## config.mk

```make
export PLATFORM = sky130hd
export DESIGN_NAME = serial_event_frame_parser
export DESIGN_NICKNAME = d
export VERILOG_FILES = /design/src/rtl/sefp_pkg.sv /design/src/rtl/serial_event_frame_parser.sv
export SDC_FILE = /design/constraint.sdc
export NUM_CORES = 1
export LEC_CHECK = 0
export ABC_AREA = 0
export BUFFER_PORTS_ARGS = -buffer_cell sky130_fd_sc_hd__buf_4
export CORE_MARGIN = 1.5
export CORE_UTILIZATION = 52
export DETAILED_ROUTE_END_ITERATION = 10
export PLACE_DENSITY_LB_ADDON = 0.1
export SLEW_MARGIN = 20
export SYNTH_ARGS = -nofsm -noshare
export SYNTH_HDL_FRONTEND = slang
export SYNTH_SLANG_ARGS = --single-unit
```

## constraint.sdc

```tcl
create_clock -name clock -period 5.6 [get_ports clock]
set_input_delay 0.56 -clock clock [delete_from_list [all_inputs] [get_ports clock]]
set_output_delay 0.56 -clock clock [all_outputs]
set_load 0.02 [all_outputs]
```

## src/rtl/sefp_pkg.sv

```systemverilog
// Package for the serial event frame parser: parser phase type, register
// indexes and register reset values. Depends on nothing.
package sefp_pkg;

   localparam int unsigned CsrIndexWidth = 2;

   typedef logic [CsrIndexWidth-1:0] csr_index_type;

   localparam csr_index_type CSR_HEADER_FIRST  = 2'd0;
   localparam csr_index_type CSR_HEADER_SECOND = 2'd1;
   localparam csr_index_type CSR_MAX_WORDS     = 2'd2;

   localparam logic [7:0] HEADER_FIRST_RESET  = 8'd90;
   localparam logic [7:0] HEADER_SECOND_RESET = 8'd165;
   localparam logic [7:0] MAX_WORDS_RESET     = 8'd255;

   // Bytes in a frame ahead of the data words, after the length byte.
   localparam logic [9:0] LENGTH_OVERHEAD = 10'd4;

   typedef enum logic [3:0] {
      PH_HUNT    = 4'd0,
      PH_HDR2    = 4'd1,
      PH_LEN     = 4'd2,
      PH_CMD     = 4'd3,
      PH_ADDR_HI = 4'd4,
      PH_ADDR_LO = 4'd5,
      PH_COUNT   = 4'd6,
      PH_WORD_HI = 4'd7,
      PH_WORD_LO = 4'd8
   } phase_type;

endpackage

```

## src/rtl/serial_event_frame_parser.sv

```systemverilog
// Serial event frame parser: top level holding the parser state machine,
// the register file and the result register. Depends on sefp_pkg.
//
// Usage: received bytes enter on the req_ channel, one byte per item. A
// frame is two header bytes, a length byte, a command byte, a big-endian
// address, a word count and that many big-endian 16-bit words. Each word
// below max_words gives a data item on the rsp_ channel; the last word, or
// a zero count, gives a frame-end item carrying the length check instead.
// The csr_ channel writes header_first, header_second and max_words; it is
// always ready, and the user must write it only while the parser is idle,
// as the block does not enforce this. A byte's result item appears in the
// cycle after it is accepted. One byte is taken in every cycle that
// req_stall is low, as its state update and result are combinational and
// the result register holds the item. When the receiver stalls a waiting
// item, req_stall is raised until the item is taken, while the state
// machine holds. A synchronous reset returns the parser to hunting for the
// first header byte, clears rsp_valid and restores register reset values.
module serial_event_frame_parser (
   input  logic                   clock,
   input  logic                   reset,
   input  logic                   req_valid,
   output logic                   req_stall,
   input  logic [7:0]             req_rx_byte,
   output logic                   rsp_valid,
   input  logic                   rsp_stall,
   output logic                   rsp_kind,
   output logic [7:0]             rsp_command,
   output logic [15:0]            rsp_address,
   output logic [7:0]             rsp_word_index,
   output logic [15:0]            rsp_word_value,
   output logic [7:0]             rsp_word_count,
   output logic                   rsp_frame_ok,
   input  logic                   csr_valid,
   output logic                   csr_ready,
   input  sefp_pkg::csr_index_type csr_index,
   input  logic [7:0]             csr_data
);
   import sefp_pkg::*;

   logic [7:0]  header_first_ff, header_second_ff, max_words_ff;
   phase_type   phase_ff, phase_in;
   logic [7:0]  length_ff, length_in;
   logic [7:0]  command_ff, command_in;
   logic [15:0] address_ff, address_in;
   logic [7:0]  count_ff, count_in;
   logic [7:0]  index_ff, index_in;
   logic [7:0]  high_ff, high_in;

   logic        rsp_valid_ff, rsp_valid_in;
   logic        rsp_kind_ff, rsp_kind_in;
   logic [7:0]  rsp_command_ff;
   logic [15:0] rsp_address_ff;
   logic [7:0]  rsp_word_index_ff, rsp_word_index_in;
   logic [15:0] rsp_word_value_ff, rsp_word_value_in;
   logic [7:0]  rsp_word_count_ff;
   logic        rsp_frame_ok_ff, rsp_frame_ok_in;

   logic        req_accept, rsp_take, emit;
   logic [7:0]  index_next;
   logic [15:0] word;
   logic [7:0]  check_count;
   logic        length_match;

   assign csr_ready  = 1'b1;
   assign req_stall  = rsp_valid_ff && rsp_stall;
   assign req_accept = req_valid && !req_stall;
   assign rsp_take   = rsp_valid_ff && !rsp_stall;

   always_ff @(posedge clock) begin
      if (reset) begin
         header_first_ff  <= HEADER_FIRST_RESET;
         header_second_ff <= HEADER_SECOND_RESET;
         max_words_ff     <= MAX_WORDS_RESET;
      end else if (csr_valid && csr_ready) begin
         unique case (csr_index)
            CSR_HEADER_FIRST:  header_first_ff  <= csr_data;
            CSR_HEADER_SECOND: header_second_ff <= csr_data;
            CSR_MAX_WORDS:     max_words_ff     <= csr_data;
            default: ;
         endcase
      end
   end

   assign index_next = index_ff + 8'd1;
   assign word       = {high_ff, req_rx_byte};

   // Next phase.
   always_comb begin
      unique case (phase_ff)
         PH_HDR2:    phase_in = (req_rx_byte == header_second_ff) ? PH_LEN : PH_HUNT;
         PH_LEN:     phase_in = PH_CMD;
         PH_CMD:     phase_in = PH_ADDR_HI;
         PH_ADDR_HI: phase_in = PH_ADDR_LO;
         PH_ADDR_LO: phase_in = PH_COUNT;
         PH_COUNT:   phase_in = (req_rx_byte == 8'd0) ? PH_HUNT : PH_WORD_HI;
         PH_WORD_HI: phase_in = PH_WORD_LO;
         PH_WORD_LO: phase_in = (index_next == count_ff) ? PH_HUNT : PH_WORD_HI;
         default:    phase_in = (req_rx_byte == header_first_ff) ? PH_HDR2 : PH_HUNT;
      endcase
   end

   // On the count byte the length check uses the count that is arriving.
   assign check_count  = (phase_ff == PH_COUNT) ? req_rx_byte : count_ff;
   assign length_match = ({2'b00, length_ff} ==
                          (LENGTH_OVERHEAD + {1'b0, check_count, 1'b0}));

   // Held fields and the result for this byte.
   always_comb begin
      length_in         = length_ff;
      command_in        = command_ff;
      address_in        = address_ff;
      count_in          = count_ff;
      index_in          = index_ff;
      high_in           = high_ff;
      emit              = 1'b0;
      rsp_kind_in       = 1'b0;
      rsp_word_index_in = index_ff;
      rsp_word_value_in = word;
      rsp_frame_ok_in   = 1'b0;
      unique case (phase_ff)
         PH_LEN:     length_in  = req_rx_byte;
         PH_CMD:     command_in = req_rx_byte;
         PH_ADDR_HI: address_in = {req_rx_byte, 8'd0};
         PH_ADDR_LO: address_in = {address_ff[15:8], req_rx_byte};
         PH_COUNT: begin
            count_in = req_rx_byte;
            index_in = 8'd0;
            if (req_rx_byte == 8'd0) begin
               emit              = 1'b1;
               rsp_kind_in       = 1'b1;
               rsp_word_index_in = 8'd0;
               rsp_word_value_in = 16'd0;
               rsp_frame_ok_in   = length_match;
            end
         end
         PH_WORD_HI: high_in = req_rx_byte;
         PH_WORD_LO: begin
            index_in = index_next;
            if (index_next == count_ff) begin
               emit            = 1'b1;
               rsp_kind_in     = 1'b1;
               rsp_frame_ok_in = length_match;
            end else if (index_ff < max_words_ff) begin
               emit = 1'b1;
            end
         end
         default: ;
      endcase
   end

   always_comb begin
      if (req_accept && emit) begin
         rsp_valid_in = 1'b1;
      end else if (rsp_take) begin
         rsp_valid_in = 1'b0;
      end else begin
         rsp_valid_in = rsp_valid_ff;
      end
   end

   always_ff @(posedge clock) begin
      if (reset) begin
         phase_ff     <= PH_HUNT;
         length_ff    <= 8'd0;
         command_ff   <= 8'd0;
         address_ff   <= 16'd0;
         count_ff     <= 8'd0;
         index_ff     <= 8'd0;
         high_ff      <= 8'd0;
         rsp_valid_ff <= 1'b0;
      end else begin
         rsp_valid_ff <= rsp_valid_in;
         if (req_accept) begin
            phase_ff   <= phase_in;
            length_ff  <= length_in;
            command_ff <= command_in;
            address_ff <= address_in;
            count_ff   <= count_in;
            index_ff   <= index_in;
            high_ff    <= high_in;
         end
      end
   end

   always_ff @(posedge clock) begin
      if (req_accept && emit) begin
         rsp_kind_ff       <= rsp_kind_in;
         rsp_command_ff    <= command_in;
         rsp_address_ff    <= address_in;
         rsp_word_index_ff <= rsp_word_index_in;
         rsp_word_value_ff <= rsp_word_value_in;
         rsp_word_count_ff <= count_in;
         rsp_frame_ok_ff   <= rsp_frame_ok_in;
      end
   end

   assign rsp_valid      = rsp_valid_ff;
   assign rsp_kind       = rsp_kind_ff;
   assign rsp_command    = rsp_command_ff;
   assign rsp_address    = rsp_address_ff;
   assign rsp_word_index = rsp_word_index_ff;
   assign rsp_word_value = rsp_word_value_ff;
   assign rsp_word_count = rsp_word_count_ff;
   assign rsp_frame_ok   = rsp_frame_ok_ff;

   a_data_no_ok: assert property (@(posedge clock) disable iff (reset)
      rsp_valid_ff && !rsp_kind_ff |-> !rsp_frame_ok_ff)
      else $error("data item carries a frame check");

   a_data_below_limit: assert property (@(posedge clock) disable iff (reset)
      rsp_valid_ff && !rsp_kind_ff |-> rsp_word_index_ff < max_words_ff)
      else $error("data item at or past the word limit");

   a_zero_count_end: assert property (@(posedge clock) disable iff (reset)
      req_accept && phase_ff == PH_COUNT && req_rx_byte == 8'd0
      |=> phase_ff == PH_HUNT && rsp_valid_ff && rsp_kind_ff)
      else $error("zero count did not end the frame");

endmodule

```

==> results of run 1 <==
==> critical path, cell delays in order (launching register included) <==
cell                        delay, ps
sky130_fd_sc_hd__dfxtp_1          450
sky130_fd_sc_hd__ha_1             290
sky130_fd_sc_hd__and3_1           220
sky130_fd_sc_hd__and3_1           240
sky130_fd_sc_hd__xor2_1            80
sky130_fd_sc_hd__a2111oi_0        610
sky130_fd_sc_hd__nand4_1          360
sky130_fd_sc_hd__a31oi_4          240
sky130_fd_sc_hd__buf_4            580
==> metrics by stage <==
stage / utilization (%) / instance area, um^2
2_1_floorplan: - / 6510
3_3_place_gp: 59.2 / 7170
3_5_place_dp: 59.2 / 7170
4_1_cts: 63.9 / 7730
5_1_grt: 63.9 / 7730
6_report: 63.9 / 7730
==> flip-flops by register name (all words and copies together) (netlist names) <==
name	flops
index_ff	8
rsp_frame_ok	1
count_ff	8
rsp_word_value	16
rsp_command	8
rsp_word_count	8
length_ff	8
high_ff	8
phase_ff	4
rsp_valid	1
rsp_address	16
command_ff	8
rsp_word_index	8
address_ff	16
max_words_ff	8
header_first_ff	8
header_second_ff	8
rsp_kind	1
==> path summary, 6_finish.rpt <==
check / start / to / slack [ps] / depth (start not counted)
worst max-delay path: index_ff[0]$_SDFFE_PP0P_ / rsp_command[6]$_DFFE_PP_ / 2090 / 8
worst min-delay path: csr_data[6] / max_words_ff[6]$_SDFFE_PP1P_ / 360 / 2
worst max register to register: index_ff[0]$_SDFFE_PP0P_ / rsp_command[6]$_DFFE_PP_ / 2090 / 8
worst min register to register: address_ff[2]$_SDFFE_PP0P_ / address_ff[2]$_SDFFE_PP0P_ / 450 / 2
==> final cells by class <==
cell class	count	area (um^2)	share of cell area [%]
clock inverter	12	119	1.54
sequential	143	3440	44.5
clock buffer	20	447	5.78
inverter	14	52.6	0.680
timing repair buffer	86	646	8.35
multi-input combinational	433	2820	36.4
tap	168	210	2.72
==> metal layers <==
layer | wire length (um) | vias up | GRT usage (%) | part of all wire, %
met5 | 0 | - | 0 | 0
met4 | 294 | 0 | 11.7 | 2.0
met3 | 786 | 23 | 4.48 | 5.3
met2 | 7190 | 138 | 37.4 | 49
met1 | 6490 | 2295 | 29.9 | 44
li1 | - | 2342 | - | -
==> power by group <==
part           switching (uW)  total [uW]  internal [uW]
Combinational            57.2        85.4           28.2
Sequential               4.35        1090           1080
Clock                     411        1070            659
Total                     473        2240           1770
==> cell families after synthesis <==
group	synth area share, %
mux	8.94
compound gates	10.7
fa+ha+maj	1.73
simple gates	16.5
buf+inv	4.06
xor+xnor	5.19
flops	52.9
other cells	0.0576
==> synthesized netlist by cell type (all sizes together), types with 2 or more instances <==
library cell | number | area [um^2]
or2 | 2 | 12.5
a211oi | 6 | 45.0
buf | 12 | 65.1
nor4 | 3 | 18.8
ha | 9 | 113
mux2 | 25 | 285
edfxtp | 58 | 1740
nand2b | 6 | 37.5
xnor2 | 17 | 149
nor2 | 44 | 173
dfxtp | 85 | 1700
mux2i | 27 | 270
nand4 | 4 | 25.0
nand2 | 95 | 359
a31oi | 2 | 12.5
o21ai | 16 | 80.1
a211o | 7 | 61.3
nand3 | 22 | 110
and3 | 6 | 37.5
and2 | 19 | 119
nor3 | 6 | 35.0
clkbuf | 39 | 146
and3b | 2 | 17.5
nor3b | 2 | 15.0
or3 | 3 | 18.8
a22o | 9 | 78.8
inv | 14 | 52.6
a21oi | 56 | 280
a2111oi | 2 | 36.3
xor2 | 18 | 165
a311oi | 2 | 17.5
nand3b | 2 | 15.0
or4 | 3 | 22.5
==> placed cells by master (no fill, tap or decap), types with 3 or more instances in the layout <==
| master | count |
|---|---|
| sky130_fd_sc_hd__nand4_1 | 4 |
| sky130_fd_sc_hd__mux2_2 | 24 |
| sky130_fd_sc_hd__buf_4 | 86 |
| sky130_fd_sc_hd__a211o_1 | 7 |
| sky130_fd_sc_hd__clkinv_2 | 4 |
| sky130_fd_sc_hd__a21oi_1 | 56 |
| sky130_fd_sc_hd__or4_1 | 3 |
| sky130_fd_sc_hd__nor3_1 | 5 |
| sky130_fd_sc_hd__mux2i_1 | 27 |
| sky130_fd_sc_hd__nand2b_1 | 6 |
| sky130_fd_sc_hd__o21ai_0 | 16 |
| sky130_fd_sc_hd__xor2_1 | 17 |
| sky130_fd_sc_hd__nand3_1 | 22 |
| sky130_fd_sc_hd__nand2_1 | 94 |
| sky130_fd_sc_hd__ha_1 | 9 |
| sky130_fd_sc_hd__edfxtp_1 | 58 |
| sky130_fd_sc_hd__or3_1 | 3 |
| sky130_fd_sc_hd__a22o_1 | 9 |
| sky130_fd_sc_hd__nor2_1 | 43 |
| sky130_fd_sc_hd__clkbuf_16 | 17 |
| sky130_fd_sc_hd__clkinvlp_4 | 3 |
| sky130_fd_sc_hd__and2_1 | 19 |
| sky130_fd_sc_hd__a211oi_1 | 6 |
| sky130_fd_sc_hd__nor4_1 | 3 |
| sky130_fd_sc_hd__inv_1 | 14 |
| sky130_fd_sc_hd__and3_1 | 6 |
| sky130_fd_sc_hd__xnor2_1 | 17 |
| sky130_fd_sc_hd__dfxtp_1 | 85 |
==> run summary, run 1 <==
The critical path is of the reg -> reg type. The first global-routing pass estimated 23000 um of wire. In this run, post-CTS repair resized a total of 0 instances.

After detailed routing, the average wire length per cell comes to 16.8 um. TritonCTS built the clock tree. The via count of the first global-routing pass was 4489; the maximum number of pins on one net before global-route repair was 79. Counting flops with a built-in enable in the synthesized netlist gives 58. The clock insertion delay at the later pin of the skew report is 420 ps.

Global routing consumed, over all layers together, 23.2% of the routing resources. Data required time of the critical path: 5660 ps. Global routing finished with a remaining overflow of 0.

The logs give 12100 um^2 for the placeable core region and 359 ps for the smallest hold slack. In the routed design, unresolved DRC markers number 0. The final wirelength is 14800 um, and the number of storage elements in the synthesis netlist is 143. Dividing the synthesized area by the synthesized cell count gives 10.2 um^2. The worst pin sits at a relative slew slack of 28.1%. Between clock sinks in the finished design, the worst skew comes to 8.30 ps. Top flip-flop cell by instance count after synthesis: sky130_fd_sc_hd__dfxtp_1. After detailed routing, the number of vias per cell comes to 5.48. Of the cells placed in the final design, the portion with a size suffix greater than 1 is 21.3%.

The logs give 2090 ps for the setup slack of the critical path after layout and 844 for the count of placed standard cells including taps. The synthesized netlist contains 60 unique library cells. The die covers 13200 um^2.

Counting every sink on the clock net gives 143. The remaining number of nets flagged by the antenna check after routing is 0. Counting I/O delays and the setup requirement, the final critical path takes 3510 ps.

The post-route clock period utilization works out to 62.7%. Counting every net in the synthesized netlist gives 673. The run gives 3570 ps as the critical path arrival.

The final route contains 4798 vias. Of all nets on the critical path, the largest fanout is 58. The number of hold buffers added after CTS was 0.

Setup repair after global routing left no endpoint under its margin. For this design the top-level I/O count stands at 84. For the combined area of all synthesized cells, the log shows 6510 um^2.

The finished layout holds 876 standard cells, fillers aside. After the first detailed-routing iteration, the DRC count stood at 415. The number of antenna violations at the first check in global routing is 0.

The kind of start point of the critical path is a register. In this run the power density over the cells is 290 nW/um^2. For this run, the number of Yosys warnings is 0.

The tools report the clock tree root driver cell as sky130_fd_sc_hd__clkbuf_16. The share of the Yosys chip area taken by registers is 52.9%. The tools report the H-tree depth as 4.

For this run, asynchronously set or reset flops after synthesis account for 0%. The die is 115 um wide. Overall power after layout: 2240 uW. The tool flagged a number of max-cap violations equal to 0.

For this run, the post-layout net count is 727. Summed over all failing endpoints, the final setup total negative slack is 0 ps. The run gives 9620 um as the half-perimeter wire length after placement.

The number of antenna diodes in the final layout is 0. Setup violations remaining at the end of the flow were counted as 0. Worst setup slack after placement: 2160 ps.

For this design the static power due to leakage is 0.00301 uW. The logs give 285 MHz for the maximum clock frequency and 17 for the number of buffers added by the clock tree synthesis step. The tightest min-delay check is of the in -> reg type.

Routability-driven placement finished with a final weighted congestion of 0.843. Actual slew at the worst max-slew pin: 1080 ps. The pre-antenna-repair detailed-routing pass consisted of 5 iterations. The logs give 0 for the number of pins with negative max-slew slack in the final report and 0 for the final hold violation count. The tools report the count of filler cells inserted in the layout as 1015. Number of core rows: 40. The floorplan step set the die height to 115 um. Relative to the synthesized area, the layout overhead comes to 18.8%. The logs give 641 for the gate count after technology mapping and 0.186 mV for the maximum ir drop on the vdd rail. The number of buffers on the longest clock path is 2, and the post-CTS setup buffer count is 0. Total of buffers placed on input and output ports: 82. STA classifies the critical path endpoint as a register.

Clock-pin slew of the registers on the worst-case setup and hold paths: 60 ps. The run finished with clean final reports. The initial core utilization was 53.7%.
Note: power is estimated with default switching activity, not from simulation.
==> run 2, diff against run 1 <==
Settings changed: CORE_UTILIZATION 52 to 58.
Clock period 5.6 ns to 3.4 ns, I/O delays scaled along.
==> run 2 against run 1 <==
Combinational power grew 73%. Clock power grew 64%. Worst hold slack lost 320 ps. Cell count shrank 2.7%. Sequential share of layout area shrank 0.16 points. Worst setup slack lost 1900 ps. Largest power group unchanged. Highest routed layer unchanged.
==> run summary, run 2 (synthesis results as in run 1) <==
For the number of pins with negative max-slew slack in the final report, the log shows 0 (unchanged). The cell with the biggest individual delay on the critical path was sky130_fd_sc_hd__a2111oi_1. Setup repair after global routing left no endpoint under its margin. The setup total negative slack is 0 ps (unchanged).

The logs give 0.902 (+7.0%) for the final weighted congestion in routability-driven placement and 59.8% (+6.0 points) for the initial core utilization. The number of core rows is 38 (-5.0%). For the internal portion of total power, the log shows 2910 uW (+64%). The flow ran to the end, and the final reports show no timing, DRC or antenna violations. The kind of start point of the critical path was a register.

Walking the worst path, the cells encountered are ha_1 -> and3_1 -> and3_1 -> xor2_1 -> a2111oi_1 -> nand4_1 -> a31oi_4 -> buf_12. The tightest min-delay check is of the in -> reg type. The area occupied by multi-input gates is 2820 um^2 (about the same). Number of top-level design ports: 84 (unchanged). Clock tree root driver cell: sky130_fd_sc_hd__clkbuf_8.

The run gives 230 ps (-1860 ps) as the slack of the worst reg-to-reg path. The setup slack of the critical path after layout is 227 ps (-1860 ps). Cell depth of the worst setup path: 8 (unchanged).

Leaving out fill and tap cells, the most frequent cell in the layout is sky130_fd_sc_hd__nand2_1. The logs give 0 (unchanged) for the number of antenna violations at the first check in global routing and 0 (unchanged) for the number of cells upsized or downsized after cts. The logs give 48.4% (about the same) for the fraction of power consumed by sequential logic and 0 (unchanged) for the post-CTS setup buffer count. Worst setup slack after placement: 313 ps (-1840 ps).

The tools report the number of buffers on the longest clock path as 2 (unchanged). The final wirelength was 15300 um (+3.5%). The number of vias in the routed layout was 4968 (+3.5%); the DRC violation total after the first TritonRoute iteration was 315 (-24%). The power density normalized to cell area came out at 477 nW/um^2 (+64%). The headroom to the max-slew limit was 46.8% (+19 points). The run gives 4 (-1) as the iteration count of the initial detailed-routing pass. The wire length of the first global-routing pass is 24100 um (+4.6%), and the remaining number of nets flagged by the antenna check after routing is 0 (unchanged). The final hold violation count is 0 (unchanged), and the post-route clock period utilization is 93.3% (+31 points). The max capacitance violation total is 0 (unchanged). The run gives 4 (unchanged) as the H-tree depth. The die outline height came out at 109 um (-5.2%). For the placeable core region, the log shows 10900 um^2 (-10%). Category of the worst setup path capture point: a register. The fraction of final layout cells with drive strength greater than 1 came out at 21.8% (+0.44 points). In this design, the largest share of critical-path delay is due to compound AO/OA/AOI/OAI gates.

The tools report the number of antenna diodes as 0 (unchanged). The area growth from synthesis to layout was 19.2%. The number of buffers added by the clock tree synthesis step is 17 (unchanged), and the post-layout minimum cycle time is 3170 ps (-336 ps). Part of the total power dissipated in combinational logic: 4.0% (+0.2 points). The run gives 3400 ps (-170 ps) as the critical path arrival. The data required time of the critical path came out at 3630 ps (-2030 ps).

The final global-route overflow total is 0 (unchanged). The maximum number of pins on one net before global-route repair was 48 (-39%); the switching power was 793 uW (+68%). The worst hold path depth works out to 2 (unchanged). The tools report the maximum clock frequency as 315 MHz (+11%).

The tools report the setup skew after layout as 7.58 ps (-0.729 ps). The count of endpoints failing setup in the final report is 0 (unchanged), and the CTS sink count is 143 (unchanged). The endpoint identified for the worst register-to-register timing path is rsp_frame_ok$_SDFFCE_PN0P_. The cell that appears most often on the critical path is sky130_fd_sc_hd__and3_1. Post-detailed-route wirelength per cell: 17.9 um (+6.4%). The via count of the first global-routing pass came out at 4747 (+5.7%). Launch instance of the worst register-to-register path: index_ff[0]$_SDFFE_PP0P_. The width of the die was 109 um (-5.2%); the maximum cell stage delay along the critical path was 570 ps (-40 ps).

TritonCTS built the clock tree. Remaining routing DRC violations: 0 (unchanged). The logs give 27.1% (+4.0 points) for the all-layer global routing usage and 0.00304 uW (+1.1%) for the static power due to leakage. The total of buffers placed on input and output ports was 82 (unchanged); the actual slew at the worst max-slew pin was 798 ps (-280 ps). The logs give 820 (-2.8%) for the count of placed standard cells including taps and 9870 um (+2.6%) for the half-perimeter wire length after placement.

The tools report the die footprint as 11900 um^2 (-10%). The count of filler cells inserted in the layout is 801 (-21%). The number of standard cells in the layout, taps in and fillers out is 852 (-2.7%).

The area occupied by registers came out at 3440 um^2 (unchanged). The final net count came out at 731 (+0.55%). Number of buffer and inverter stages on the critical path: 1 (unchanged).

Clock group share of total power: 47.6% (about the same). The type of the worst setup path is reg -> reg. The switching portion of total power was 21.4% (+0.35 points). The worst hold path begins at csr_data[5]. The mean number of vias per cell came out at 5.83 (+6.5%).

The number of buffers added to fix hold violations after cts is 0 (unchanged), and the largest fanout on the critical path is 30 (-48%). The path with the worst hold slack has its endpoint at max_words_ff[5]$_SDFFE_PP1P_. In the layout the commonest cells are 94 x sky130_fd_sc_hd__nand2_1, 88 x sky130_fd_sc_hd__buf_4, 85 x sky130_fd_sc_hd__dfxtp_1, 58 x sky130_fd_sc_hd__edfxtp_1, 56 x sky130_fd_sc_hd__a21oi_1.

The tools report the clock insertion delay at the later pin of the skew report as 530 ps (+110 ps). The clock-pin slew of the registers on the worst-case setup and hold paths was 60 ps (about the same); the maximum ir drop on the vdd rail was 0.254 mV (+36%). The cell depth of the worst flop-to-flop path came out at 8 (unchanged).
-- run 2: cell count changes in the layout (fill, tap and decap cells not counted) --
cell	delta
sky130_fd_sc_hd__clkinv_1	-2
sky130_fd_sc_hd__buf_12	+2
sky130_fd_sc_hd__bufinv_16	-1
sky130_fd_sc_hd__clkbuf_16	+1
sky130_fd_sc_hd__clkinv_4	+2
sky130_fd_sc_hd__a2111oi_0	-1
sky130_fd_sc_hd__a2111oi_1	+1
sky130_fd_sc_hd__clkbuf_1	+2
sky130_fd_sc_hd__clkinv_2	-1
sky130_fd_sc_hd__buf_4	+2
sky130_fd_sc_hd__clkinvlp_4	-2
sky130_fd_sc_hd__clkbuf_8	+1
-- run 2: power by group through the flow --
| stage | combinational, uW | sequential (uW) | clock [uW] |
|---|---|---|---|
| floorplan | 88.7 | 1830 | 0 |
| CTS | 147 | 1790 | 1780 |
| global placement | 143 | 1830 | 0 |
| global route | 159 | 1790 | 1860 |
| finish | 148 | 1790 | 1760 |
| detailed placement | 145 | 1830 | 0 |
-- run 2: per-layer routing --
layer  wire (um)  track usage [%]  vias to the layer above
met4         438             13.5                        0
li1            -                -                     2356
met1        6160             34.2                     2362
met2        7500             43.5                      209
met5           0                0                        -
met3        1180             6.46                       41
-- run 2: cell type report --
class	count	area share (%)
Multi-Input combinational cell	433	36.3
Timing Repair Buffer	90	9.03
Tap cell	140	2.26
Inverter	14	0.677
Clock buffer	24	6.35
Clock inverter	8	1.02
Sequential cell	143	44.4
-- run 2: worst register-to-register path, stage by stage (launching register included) --
cell,delay [ps]
sky130_fd_sc_hd__dfxtp_1,450
sky130_fd_sc_hd__ha_1,300
sky130_fd_sc_hd__and3_1,230
sky130_fd_sc_hd__and3_1,250
sky130_fd_sc_hd__xor2_1,100
sky130_fd_sc_hd__a2111oi_1,570
sky130_fd_sc_hd__nand4_1,290
sky130_fd_sc_hd__a31oi_4,430
sky130_fd_sc_hd__buf_12,250
-- run 2: stage by stage --
| step | instance area [um^2] | util [%] | hold slack [ps] | power [uW] |
|---|---|---|---|---|
| 2_1_floorplan | 6530 | - | 434 | 1910 |
| 3_3_place_gp | 7190 | 66.0 | 439 | 1970 |
| 3_5_place_dp | 7190 | 66.0 | 448 | 1970 |
| 4_1_cts | 7760 | 71.3 | 29.5 | 3710 |
| 5_1_grt | 7760 | 71.3 | 16.0 | 3810 |
| 6_report | 7760 | 71.3 | 34.3 | 3700 |
-- run 2: worst max-delay path by stage --
| stage | startpoint | end |
|---|---|---|
| floorplan | index_ff[0]$_SDFFE_PP0P_ | rsp_address[0]$_DFFE_PP_ |
| global placement | index_ff[0]$_SDFFE_PP0P_ | rsp_address[0]$_DFFE_PP_ |
| detailed placement | index_ff[0]$_SDFFE_PP0P_ | rsp_address[1]$_DFFE_PP_ |
| CTS | index_ff[0]$_SDFFE_PP0P_ | rsp_word_index[6]$_DFFE_PP_ |
| global route | index_ff[0]$_SDFFE_PP0P_ | rsp_word_value[15]$_DFFE_PP_ |
| finish | index_ff[0]$_SDFFE_PP0P_ | rsp_frame_ok$_SDFFCE_PN0P_ |
